===== config.mk =====
export PLATFORM = sky130hd
export DESIGN_NAME = valve_motor_sequencer
export DESIGN_NICKNAME = d
export VERILOG_FILES = /design/src/hdl/vms_pkg.sv /design/src/hdl/valve_motor_sequencer.sv /design/src/hdl/vms_csr.sv /design/src/hdl/vms_core.sv
export SDC_FILE = /design/constraint.sdc
export NUM_CORES = 1
export LEC_CHECK = 0
export ABC_AREA = 1
export BUFFER_PORTS_ARGS = -buffer_cell sky130_fd_sc_hd__buf_2
export CAP_MARGIN = 20
export CELL_PAD_IN_SITES_DETAIL_PLACEMENT = 1
export CELL_PAD_IN_SITES_GLOBAL_PLACEMENT = 1
export CORE_MARGIN = 3
export CORE_UTILIZATION = 40
export DETAILED_ROUTE_END_ITERATION = 12
export PLACE_DENSITY_LB_ADDON = 0.1
export SYNTH_ARGS = -nofsm -noshare
export SYNTH_HDL_FRONTEND = slang
export SYNTH_HIERARCHICAL = 1
export SYNTH_SLANG_ARGS = --single-unit

===== constraint.sdc =====
create_clock -name clock -period 3.25 [get_ports clock]
set_input_delay 0 -clock clock [delete_from_list [all_inputs] [get_ports clock]]
set_output_delay 0 -clock clock [all_outputs]
set_load 0.005 [all_outputs]

===== src/hdl/vms_pkg.sv =====
// Shared types, codes and reset constants for the valve motor sequencer.
// No dependencies; every other file in hdl/ imports this package.
package vms_pkg;

   // default width of the start-delay and stall timers
   localparam int TIMER_WIDTH_DEF = 16;

   // field widths fixed by the interface
   localparam int DELAY_W  = 16;
   localparam int STALL_W  = 16;
   localparam int SETTLE_W = 8;
   localparam int BLINK_W  = 3;

   // configuration port
   localparam int CSR_INDEX_W = 8;
   localparam int CSR_DATA_W  = 16;

   localparam logic [CSR_INDEX_W-1:0] REG_STALL_LIMIT  = 8'd0;
   localparam logic [CSR_INDEX_W-1:0] REG_SETTLE_TICKS = 8'd1;
   localparam logic [CSR_INDEX_W-1:0] REG_BLINK_PERIOD = 8'd2;
   localparam logic [CSR_INDEX_W-1:0] REG_OUTAGE_OPEN  = 8'd3;

   localparam logic [STALL_W-1:0]  STALL_LIMIT_RST  = 16'd400;
   localparam logic [SETTLE_W-1:0] SETTLE_TICKS_RST = 8'd20;
   localparam logic [BLINK_W-1:0]  BLINK_PERIOD_RST = 3'd4;
   localparam logic                OUTAGE_OPEN_RST  = 1'b1;

   // sequence phase
   typedef enum logic [1:0] {
      PH_IDLE   = 2'd0,
      PH_READY  = 2'd1,
      PH_ACTIVE = 2'd2,
      PH_FINISH = 2'd3
   } phase_type;

   // demand codes
   localparam logic [1:0] DEM_NONE   = 2'd0;
   localparam logic [1:0] DEM_OPEN   = 2'd1;
   localparam logic [1:0] DEM_CLOSED = 2'd2;

   // motor commands
   localparam logic [1:0] CMD_HOLD  = 2'd0;
   localparam logic [1:0] CMD_OPEN  = 2'd1;
   localparam logic [1:0] CMD_CLOSE = 2'd2;
   localparam logic [1:0] CMD_STOP  = 2'd3;

   // valve position
   localparam logic [1:0] POS_UNKNOWN = 2'd0;
   localparam logic [1:0] POS_OPEN    = 2'd1;
   localparam logic [1:0] POS_CLOSED  = 2'd2;

   // stall codes
   localparam logic [1:0] STALL_NONE    = 2'd0;
   localparam logic [1:0] STALL_OPENING = 2'd1;
   localparam logic [1:0] STALL_CLOSING = 2'd2;

   // LED modes
   localparam logic [1:0] LED_OPEN_BLINK   = 2'd0;
   localparam logic [1:0] LED_CLOSE_BLINK  = 2'd1;
   localparam logic [1:0] LED_OPEN_STEADY  = 2'd2;
   localparam logic [1:0] LED_CLOSE_STEADY = 2'd3;

   // LED register bits
   localparam logic [1:0] LED_BIT_OPEN  = 2'b01;
   localparam logic [1:0] LED_BIT_CLOSE = 2'b10;

   typedef struct packed {
      logic [STALL_W-1:0]  stall_limit;
      logic [SETTLE_W-1:0] settle_ticks;
      logic [BLINK_W-1:0]  blink_period;
      logic                outage_open_enable;
   } cfg_type;

   typedef struct packed {
      logic               trigger;
      logic [DELAY_W-1:0] open_delay_load;
      logic [DELAY_W-1:0] close_delay_load;
      logic [1:0]         demand;
      logic               mains_present;
      logic               motor_at_open;
      logic               motor_at_closed;
      logic               led_test_mode;
   } req_item_type;

   typedef struct packed {
      logic [1:0] motor_cmd;
      logic [1:0] valve_position;
      logic [1:0] stall_code;
      logic       valve_fault;
      logic       valve_error_latched;
      logic       open_led;
      logic       close_led;
      logic       record_pulse;
      logic [1:0] phase;
   } rsp_item_type;

endpackage


===== src/hdl/valve_motor_sequencer.sv =====
// Top level of the valve motor sequencer: input stage, result stage, CSR block.
// Depends on vms_pkg, vms_csr and vms_core.
//
// Each input word on req_* is one tick of the sequencer; each tick gives exactly
// one result word on rsp_*. Both channels move a word at a clock edge where
// valid is high and stall is low; the receiver drives stall.
// A word accepted on req_* sits in the input stage; the core computes its result
// combinationally, and the result is registered into the result stage when the
// word moves on, which rsp_stall can hold off; rsp_valid comes from that stage.
// While rsp_stall is low, one word is accepted every cycle, throughput one
// word per cycle, set by the combinational core update between the two stages.
// When rsp_stall is held, the result stage holds its word, the next word waits
// in the input stage and req_stall rises only once both stages are full.
// Configuration writes on csr_* are never held off (csr_ready is always high);
// they must be made only while no words are in flight; the block does not check.
// Synchronous reset returns the sequence to idle, clears timers, faults and
// LEDs, sets the position to unknown and reloads the register defaults.
module valve_motor_sequencer #(
   parameter int TIMER_WIDTH = vms_pkg::TIMER_WIDTH_DEF
) (
   input  logic                            clock,
   input  logic                            reset,
   input  logic                            req_valid,
   output logic                            req_stall,
   input  logic                            req_trigger,
   input  logic [vms_pkg::DELAY_W-1:0]     req_open_delay_load,
   input  logic [vms_pkg::DELAY_W-1:0]     req_close_delay_load,
   input  logic [1:0]                      req_demand,
   input  logic                            req_mains_present,
   input  logic                            req_motor_at_open,
   input  logic                            req_motor_at_closed,
   input  logic                            req_led_test_mode,
   output logic                            rsp_valid,
   input  logic                            rsp_stall,
   output logic [1:0]                      rsp_motor_cmd,
   output logic [1:0]                      rsp_valve_position,
   output logic [1:0]                      rsp_stall_code,
   output logic                            rsp_valve_fault,
   output logic                            rsp_valve_error_latched,
   output logic                            rsp_open_led,
   output logic                            rsp_close_led,
   output logic                            rsp_record_pulse,
   output logic [1:0]                      rsp_phase,
   input  logic                            csr_valid,
   output logic                            csr_ready,
   input  logic [vms_pkg::CSR_INDEX_W-1:0] csr_index,
   input  logic [vms_pkg::CSR_DATA_W-1:0]  csr_wdata
);
   import vms_pkg::*;

   cfg_type      cfg;
   req_item_type in_item_ff, in_item_in;
   rsp_item_type out_item_ff, step_result;
   logic         in_vld_ff, in_vld_in;
   logic         out_vld_ff, out_vld_in;
   logic         req_take;
   logic         move;

   // handshake: a word moves on when the result stage is free or draining
   assign move      = in_vld_ff && (!out_vld_ff || !rsp_stall);
   assign req_stall = in_vld_ff && !move;
   assign req_take  = req_valid && !req_stall;
   assign csr_ready = 1'b1;

   // capture the incoming word
   always_comb begin
      in_item_in.trigger          = req_trigger;
      in_item_in.open_delay_load  = req_open_delay_load;
      in_item_in.close_delay_load = req_close_delay_load;
      in_item_in.demand           = req_demand;
      in_item_in.mains_present    = req_mains_present;
      in_item_in.motor_at_open    = req_motor_at_open;
      in_item_in.motor_at_closed  = req_motor_at_closed;
      in_item_in.led_test_mode    = req_led_test_mode;
   end

   // stage occupancy
   always_comb begin
      in_vld_in  = req_take ? 1'b1 : (move ? 1'b0 : in_vld_ff);
      out_vld_in = move ? 1'b1 : (rsp_stall ? out_vld_ff : 1'b0);
   end

   always_ff @(posedge clock) begin
      if (reset) begin
         in_vld_ff  <= 1'b0;
         out_vld_ff <= 1'b0;
      end else begin
         in_vld_ff  <= in_vld_in;
         out_vld_ff <= out_vld_in;
      end
   end

   // payload registers
   always_ff @(posedge clock) begin
      if (req_take) in_item_ff <= in_item_in;
      if (move) out_item_ff <= step_result;
   end

   vms_csr u_csr (
      .clock    (clock),
      .reset    (reset),
      .wr_en    (csr_valid && csr_ready),
      .wr_index (csr_index),
      .wr_data  (csr_wdata),
      .cfg      (cfg)
   );

   vms_core #(
      .TIMER_WIDTH (TIMER_WIDTH)
   ) u_core (
      .clock   (clock),
      .reset   (reset),
      .step_en (move),
      .cfg     (cfg),
      .item    (in_item_ff),
      .result  (step_result)
   );

   assign rsp_valid               = out_vld_ff;
   assign rsp_motor_cmd           = out_item_ff.motor_cmd;
   assign rsp_valve_position      = out_item_ff.valve_position;
   assign rsp_stall_code          = out_item_ff.stall_code;
   assign rsp_valve_fault         = out_item_ff.valve_fault;
   assign rsp_valve_error_latched = out_item_ff.valve_error_latched;
   assign rsp_open_led            = out_item_ff.open_led;
   assign rsp_close_led           = out_item_ff.close_led;
   assign rsp_record_pulse        = out_item_ff.record_pulse;
   assign rsp_phase               = out_item_ff.phase;

   // a held input word is never dropped
   a_input_held: assert property (@(posedge clock) disable iff (reset)
      (in_vld_ff && !move) |=> in_vld_ff)
      else $error("input word lost while waiting");

   // a word handed to the result stage shows up there
   a_move_lands: assert property (@(posedge clock) disable iff (reset)
      move |=> out_vld_ff)
      else $error("result word missing after move");

   // a record pulse comes only with a run or stop command
   a_record_drive: assert property (@(posedge clock) disable iff (reset)
      (out_vld_ff && out_item_ff.record_pulse) |-> (out_item_ff.motor_cmd != CMD_HOLD))
      else $error("record pulse without motor drive");

endmodule


===== src/hdl/vms_csr.sv =====
// Configuration registers of the valve motor sequencer.
// Depends on vms_pkg for register indexes, reset values and cfg_type.
module vms_csr (
   input  logic                             clock,
   input  logic                             reset,
   input  logic                             wr_en,
   input  logic [vms_pkg::CSR_INDEX_W-1:0]  wr_index,
   input  logic [vms_pkg::CSR_DATA_W-1:0]   wr_data,
   output vms_pkg::cfg_type                 cfg
);
   import vms_pkg::*;

   cfg_type cfg_ff, cfg_in;

   // decode the write word into its register
   always_comb begin
      cfg_in = cfg_ff;
      if (wr_en) begin
         unique case (wr_index)
            REG_STALL_LIMIT:  cfg_in.stall_limit        = wr_data[STALL_W-1:0];
            REG_SETTLE_TICKS: cfg_in.settle_ticks       = wr_data[SETTLE_W-1:0];
            REG_BLINK_PERIOD: cfg_in.blink_period       = wr_data[BLINK_W-1:0];
            REG_OUTAGE_OPEN:  cfg_in.outage_open_enable = wr_data[0];
            default: ;
         endcase
      end
   end

   always_ff @(posedge clock) begin
      if (reset) begin
         cfg_ff.stall_limit        <= STALL_LIMIT_RST;
         cfg_ff.settle_ticks       <= SETTLE_TICKS_RST;
         cfg_ff.blink_period       <= BLINK_PERIOD_RST;
         cfg_ff.outage_open_enable <= OUTAGE_OPEN_RST;
      end else begin
         cfg_ff <= cfg_in;
      end
   end

   assign cfg = cfg_ff;

endmodule


===== src/hdl/vms_core.sv =====
// Sequencer state and the one-tick update: phase, timers, position, faults, LEDs.
// Depends on vms_pkg; the state advances once per word moved to the result stage.
module vms_core #(
   parameter int TIMER_WIDTH = vms_pkg::TIMER_WIDTH_DEF
) (
   input  logic                  clock,
   input  logic                  reset,
   input  logic                  step_en,
   input  vms_pkg::cfg_type      cfg,
   input  vms_pkg::req_item_type item,
   output vms_pkg::rsp_item_type result
);
   import vms_pkg::*;

   localparam int CMP_W = (TIMER_WIDTH > STALL_W) ? TIMER_WIDTH : STALL_W;

   phase_type             phase_ff, phase_in;
   logic [TIMER_WIDTH-1:0] cnt_a_ff, cnt_a_in;
   logic [TIMER_WIDTH-1:0] cnt_b_ff, cnt_b_in;
   logic [TIMER_WIDTH-1:0] stall_cnt_ff, stall_cnt_in;
   logic [SETTLE_W-1:0]    open_settle_ff, open_settle_in;
   logic [SETTLE_W-1:0]    close_settle_ff, close_settle_in;
   logic [1:0]             pos_ff, pos_in;
   logic [1:0]             stall_code_ff, stall_code_in;
   logic                   err_ff, err_in;
   logic                   fault_ff, fault_in;
   logic [1:0]             led_mode_ff, led_mode_in;
   logic [BLINK_W-1:0]     blink_cnt_ff, blink_cnt_in;
   logic                   blink_ph_ff, blink_ph_in;
   logic [1:0]             led_ff, led_in;

   logic [1:0] cmd;
   logic       rec;
   logic       done;
   logic       active;

   assign active = !item.trigger && (phase_ff == PH_ACTIVE);

   // one tick of counters, motor drive, position and LED state
   always_comb begin
      logic                   opening;
      logic                   end_seen;
      logic [TIMER_WIDTH-1:0] stall_inc;
      logic [SETTLE_W-1:0]    settle_inc;
      logic [1:0]             self_bit;
      logic [1:0]             other_bit;

      cnt_a_in        = cnt_a_ff;
      cnt_b_in        = cnt_b_ff;
      stall_cnt_in    = stall_cnt_ff;
      open_settle_in  = open_settle_ff;
      close_settle_in = close_settle_ff;
      pos_in          = pos_ff;
      stall_code_in   = stall_code_ff;
      err_in          = err_ff;
      fault_in        = fault_ff;
      led_mode_in     = led_mode_ff;
      blink_cnt_in    = blink_cnt_ff;
      blink_ph_in     = blink_ph_ff;
      led_in          = led_ff;
      cmd             = CMD_HOLD;
      rec             = 1'b0;
      done            = 1'b0;
      opening         = (item.demand == DEM_OPEN);
      end_seen        = opening ? item.motor_at_open : item.motor_at_closed;
      stall_inc       = stall_cnt_ff + 1'b1;
      settle_inc      = (opening ? open_settle_ff : close_settle_ff) + 1'b1;
      self_bit        = LED_BIT_OPEN;
      other_bit       = LED_BIT_CLOSE;

      // load or count down the start delays
      if (item.trigger) begin
         cnt_a_in = TIMER_WIDTH'(item.open_delay_load);
         cnt_b_in = TIMER_WIDTH'(item.close_delay_load);
      end else if (phase_ff == PH_READY) begin
         if (cnt_a_ff != '0) cnt_a_in = cnt_a_ff - 1'b1;
         if (cnt_b_ff != '0) cnt_b_in = cnt_b_ff - 1'b1;
      end

      if (active) begin
         if (stall_code_ff != STALL_NONE) err_in = 1'b1;

         // drive toward the demanded end, time the move
         if (item.mains_present) begin
            if (item.demand == DEM_OPEN || item.demand == DEM_CLOSED) begin
               stall_cnt_in = stall_inc;
               if (CMP_W'(stall_inc) >= CMP_W'(cfg.stall_limit)) begin
                  stall_cnt_in  = '0;
                  stall_code_in = opening ? STALL_OPENING : STALL_CLOSING;
                  fault_in      = 1'b1;
               end
               cmd = opening ? CMD_OPEN : CMD_CLOSE;
               if (end_seen) begin
                  pos_in        = opening ? POS_OPEN : POS_CLOSED;
                  stall_cnt_in  = '0;
                  stall_code_in = STALL_NONE;
                  fault_in      = 1'b0;
                  rec           = 1'b1;
                  if (settle_inc >= cfg.settle_ticks) begin
                     settle_inc = '0;
                     cmd        = CMD_STOP;
                     done       = 1'b1;
                  end
                  if (opening) open_settle_in = settle_inc;
                  else close_settle_in = settle_inc;
               end
            end
         end else if (cfg.outage_open_enable) begin
            cmd = CMD_OPEN;
            if (item.motor_at_open) begin
               pos_in = POS_OPEN;
               cmd    = CMD_STOP;
               done   = 1'b1;
            end
         end

         // pick the LED mode from position and demand
         priority if (pos_in == POS_OPEN && item.demand == DEM_CLOSED)
            led_mode_in = LED_CLOSE_BLINK;
         else if (pos_in == POS_CLOSED && item.demand == DEM_OPEN)
            led_mode_in = LED_OPEN_BLINK;
         else if (pos_in == POS_OPEN && item.demand == DEM_OPEN)
            led_mode_in = LED_OPEN_STEADY;
         else if (pos_in == POS_CLOSED && item.demand == DEM_CLOSED)
            led_mode_in = LED_CLOSE_STEADY;
         else
            led_mode_in = led_mode_ff;

         // refresh the LEDs unless under test
         if (!item.led_test_mode) begin
            unique case (led_mode_in)
               LED_OPEN_BLINK, LED_CLOSE_BLINK: begin
                  if (led_mode_in == LED_CLOSE_BLINK) begin
                     self_bit  = LED_BIT_CLOSE;
                     other_bit = LED_BIT_OPEN;
                  end
                  led_in       = led_ff & ~other_bit;
                  blink_cnt_in = blink_cnt_ff + 1'b1;
                  if (blink_cnt_in == BLINK_W'(1)) begin
                     if (!blink_ph_ff) begin
                        led_in      = led_in & ~self_bit;
                        blink_ph_in = 1'b1;
                     end else begin
                        led_in      = led_in | self_bit;
                        blink_ph_in = 1'b0;
                     end
                  end else if (blink_cnt_in >= cfg.blink_period) begin
                     blink_cnt_in = '0;
                  end
               end
               LED_OPEN_STEADY:  led_in = LED_BIT_OPEN;
               LED_CLOSE_STEADY: led_in = LED_BIT_CLOSE;
               default: ;
            endcase
         end
      end

      // on mains loss show the known position steady
      if (!item.mains_present) begin
         if (pos_in == POS_OPEN) led_mode_in = LED_OPEN_STEADY;
         else if (pos_in == POS_CLOSED) led_mode_in = LED_CLOSE_STEADY;
      end
   end

   // next phase
   always_comb begin
      phase_in = phase_ff;
      if (item.trigger) begin
         phase_in = PH_READY;
      end else begin
         unique case (phase_ff)
            PH_IDLE: ;
            PH_READY: if (cnt_a_in == '0 && cnt_b_in == '0) phase_in = PH_ACTIVE;
            PH_ACTIVE: if (done) phase_in = PH_FINISH;
            PH_FINISH: phase_in = PH_IDLE;
            default: ;
         endcase
      end
   end

   // result word of this tick
   always_comb begin
      result.motor_cmd           = cmd;
      result.valve_position      = pos_in;
      result.stall_code          = stall_code_in;
      result.valve_fault         = fault_in;
      result.valve_error_latched = err_in;
      result.open_led            = led_in[0];
      result.close_led           = led_in[1];
      result.record_pulse        = rec;
      result.phase               = phase_in;
   end

   always_ff @(posedge clock) begin
      if (reset) begin
         phase_ff        <= PH_IDLE;
         cnt_a_ff        <= '0;
         cnt_b_ff        <= '0;
         stall_cnt_ff    <= '0;
         open_settle_ff  <= '0;
         close_settle_ff <= '0;
         pos_ff          <= POS_UNKNOWN;
         stall_code_ff   <= STALL_NONE;
         err_ff          <= 1'b0;
         fault_ff        <= 1'b0;
         led_mode_ff     <= LED_OPEN_BLINK;
         blink_cnt_ff    <= '0;
         blink_ph_ff     <= 1'b0;
         led_ff          <= '0;
      end else if (step_en) begin
         phase_ff        <= phase_in;
         cnt_a_ff        <= cnt_a_in;
         cnt_b_ff        <= cnt_b_in;
         stall_cnt_ff    <= stall_cnt_in;
         open_settle_ff  <= open_settle_in;
         close_settle_ff <= close_settle_in;
         pos_ff          <= pos_in;
         stall_code_ff   <= stall_code_in;
         err_ff          <= err_in;
         fault_ff        <= fault_in;
         led_mode_ff     <= led_mode_in;
         blink_cnt_ff    <= blink_cnt_in;
         blink_ph_ff     <= blink_ph_in;
         led_ff          <= led_in;
      end
   end

   // fault and stall code move together
   a_fault_tracks_stall: assert property (@(posedge clock) disable iff (reset)
      fault_ff == (stall_code_ff != STALL_NONE))
      else $error("fault flag out of step with stall code");

   // the error latch never drops once set
   a_error_sticky: assert property (@(posedge clock) disable iff (reset)
      err_ff |=> err_ff)
      else $error("error latch cleared");

   // a finished sequence stopped the motor on that tick
   a_finish_stops: assert property (@(posedge clock) disable iff (reset)
      (step_en && phase_in == PH_FINISH) |-> (cmd == CMD_STOP))
      else $error("finish phase entered without stop command");

endmodule


==> flow_metrics.tcl <==
set metrics [dict create \
    synth-edff-count 52 \
    ios 84 \
    num_vias 8729 \
    clock_path_buffers 2 \
    ir_drop_mv 0.208 \
    rows 54 \
    r2r-start "u_core/stall_cnt_ff[1]$_SDFFE_PP0P_" \
    leakage_uw 0.00528 \
    critPathLaunchType "register" \
    rsz0062_at_grt "true" \
    slew_viol_final 0 \
    async_flop_share 0 \
    reg2regPathDepth 20 \
    cp-end-kind "register" \
    seq_area_frac_synth 0.408 \
    drc 0 \
    violations "setup timing" \
    drt_iter0_drc 488 \
    rrSetupSlack_ns -0.004 \
    cap_violations 0 \
    wl_per_cell_microns 15.7 \
    holdPathEnd "u_csr/cfg[0]$_SDFFE_PP1P_" \
    finalCritPeriodShare 1.00 \
    clkSinkCount 162 \
    syn_nets 1360 \
    synth-warning-count 6 \
    num_antenna_cells 0 \
    core_area_sq_mm 0.0222 \
    synth_ff_type "dfxtp_1" \
    synth_cell_types 49 \
    globalplace.congestion 0.804 \
    numCtsBuffers 17 \
    synthCells 1256 \
    grt_max_degree 78 \
    power.density_mw_per_mm2 423 \
    clk_pin_slew_ns 0.07 \
    start_util 0.415 \
    crit_type "reg2reg" \
    cts_tree "done" \
    cts_max_level 4 \
    worstPathRequired_ns 3.61 \
    relSlewSlack 0.354 \
    fin_tns_setup_ns -0.00379 \
    whs_path_depth 6 \
    final_cells 1706 \
    min_from "csr_valid" \
    syn_avg_cell_area_sq_um 7.34 \
    dp_hpwl_microns 18600 \
    fin_nets 1517 \
    max_freq_mhz 307 \
    finalWorstSetupSlack_ns -0.00379 \
    worstPathArrival_ns 3.62 \
    die_height_microns 158 \
    worstPathMaxFanout 4 \
    grt_antenna_before_repair 0 \
    fin_skew_ns 0.0127 \
    root_buffer "clkbuf_16" \
    syn_area_sq_mm 0.00922 \
    grt_pass1_wl_microns 43300 \
    drive_above_1_share 0.174 \
    tightest_slew_ns 0.967 \
    portBuffers 82 \
    rr_endpoint "u_core/fault_ff$_SDFFE_PP0P_" \
    ys_ff_latch 162 \
    hold_path_class "in2reg" \
    die_x_microns 158 \
    wl_microns 26900 \
    via_per_inst 5.12 \
    track_usage 0.216 \
    placed_cells 1604 \
    min_period_ns 3.25 \
    grt_overflow 0 \
    setup-violations-final 1 \
    p_total_uw 4800 \
    grt_pass1_vias 8819 \
    crit_start "u_core/stall_cnt_ff[1]$_SDFFE_PP0P_" \
    dr.pass1.iters 5 \
    syn_to_final_growth_pct 23.1 \
    status "complete, but fails checks" \
    postRouteAntennaNets 0 \
    design.die.area_sq_mm 0.0249 \
    worstSkewPairLatency_ns 0.43 \
    finalHoldViolations 0 \
]
## how the worst max path moves through the flow
stage                                                 endpoint  depth (start not counted)
after global placement    u_core/stall_code_ff[0]$_SDFFE_PP0P_                         22
final                             u_core/fault_ff$_SDFFE_PP0P_                         20
after detailed placement            rsp_motor_cmd[0]$_DFFE_PP_                         15
after global routing              u_core/fault_ff$_SDFFE_PP0P_                         20
after floorplan           u_core/stall_cnt_ff[10]$_SDFFE_PP0P_                         19
after CTS                 u_core/stall_code_ff[0]$_SDFFE_PP0P_                         22
## cell usage in the layout (no fill, tap or decap), types with 20 or more instances in the layout
master           n
nand2_1        293
buf_2           82
buf_4           45
dlygate4sd3_1   58
nand4_1         20
inv_1          166
ha_1            34
nand3_1        121
nor2_1         108
a21oi_1         89
o211ai_1        25
o21ai_0         43
dfxtp_1        108
edfxtp_1        52
## synthesized netlist by cell type, types with 7 or more instances
library cell / count / area (sq um)
nand2_1: 298 / 1120
inv_1: 169 / 634
nand3_1: 125 / 626
nor2_1: 114 / 428
dfxtp_1: 110 / 2200
a21oi_1: 94 / 470
edfxtp_1: 52 / 1560
o21ai_0: 48 / 240
ha_1: 36 / 450
o211ai_1: 25 / 188
nand4_1: 20 / 125
clkbuf_1: 19 / 71.3
or2_2: 18 / 113
buf_2: 13 / 65.1
xor2_1: 13 / 114
buf_4: 7 / 52.6
buf_6: 7 / 78.8
inv_2: 7 / 26.3
nor2_2: 7 / 43.8
nor2_4: 7 / 78.8
xnor2_1: 7 / 61.3
## critical path, cell delays in order, from the launching register on
cell and delay [ns]:
dfxtp_2 0.36, ha_4 0.14, nand3_2 0.08, nand3b_1 0.21
nor2_2 0.16, inv_2 0.06, nor2_4 0.11, nand2_2 0.08
nor3_4 0.20, nand3_2 0.11, xor2_2 0.17, ha_1 0.30
nand4_1 0.16, nor3_2 0.22, nand3_1 0.11, o2111ai_2 0.12
buf_6 0.17, nand2_1 0.08, a21oi_2 0.14, nor2_1 0.06
a211oi_2 0.13
## layout make-up
class	count	area (sq um)
Inverter	176	663
Clock inverter	10	61.3
Timing Repair Buffer	188	1360
Sequential cell	162	3770
Fill cell	2797	10900
Tap cell	280	350
Clock buffer	22	454
Multi-Input combinational cell	868	4690
## stage by stage
| step | hold WS [ns] | area (sq um) | worst slack [ns] | util |
|---|---|---|---|---|
| after global placement | 0.176 | 9980 | 0.0717 | 0.449 |
| final | 0.0656 | 11400 | -0.00379 | 0.511 |
| after floorplan | 0.0624 | 9220 | 0.187 | - |
| after CTS | 0.0492 | 11100 | 0.000657 | 0.500 |
| after detailed placement | 0.178 | 9980 | -0.210 | 0.449 |
| after global routing | 0.0940 | 11400 | -0.296 | 0.511 |
## power breakdown
part           switching (uW)  internal, uW
Clock                     852           990
Sequential               63.4          2170
Combinational             449           273
Total                    1360          3430
## metal layers
layer / part of all wire / GRT usage / up-vias
li1: - / - / 4400
met1: 0.48 / 0.288 / 4185
met2: 0.48 / 0.371 / 123
met3: 0.026 / 0.0334 / 21
met4: 0.011 / 0.0488 / 0
met5: 0 / 0 / -
## kinds of logic (layout without fill, tap and decap cells)
| family | Yosys count | count (layout) | synth area share |
|---|---|---|---|
| other cells | 1 | 1 | 0.000407 |
| simple gates | 613 | 613 | 0.298 |
| buf+inv | 226 | 396 | 0.102 |
| flops | 162 | 162 | 0.408 |
| mux | 2 | 2 | 0.00217 |
| xor+xnor | 20 | 20 | 0.0190 |
| fa+ha+maj | 36 | 36 | 0.0488 |
| compound gates | 196 | 196 | 0.122 |
## state kept, by name, indices dropped and copies added (netlist names), 2 cells and up
signal,cells
in_item_ff,39
u_csr/cfg,28
u_core/cnt_a_ff,16
u_core/cnt_b_ff,16
u_core/stall_cnt_ff,16
u_core/close_settle_ff,8
u_core/open_settle_ff,8
u_core/blink_cnt_ff,3
rsp_motor_cmd,2
rsp_phase,2
rsp_stall_code,2
rsp_valve_position,2
u_core/led_ff,2
u_core/led_mode_ff,2
u_core/phase_ff,2
u_core/pos_ff,2
u_core/stall_code_ff,2
## timing repair
item,4_1_cts,5_1_grt
pin swaps,0,24
endpoints found under the hold margin,68,0
gates cloned,0,0
hold buffers,58,0
gates resized for setup,9,42
setup buffers,0,12
setup endpoints to repair,38,42
(Power assumes the default switching activity.)
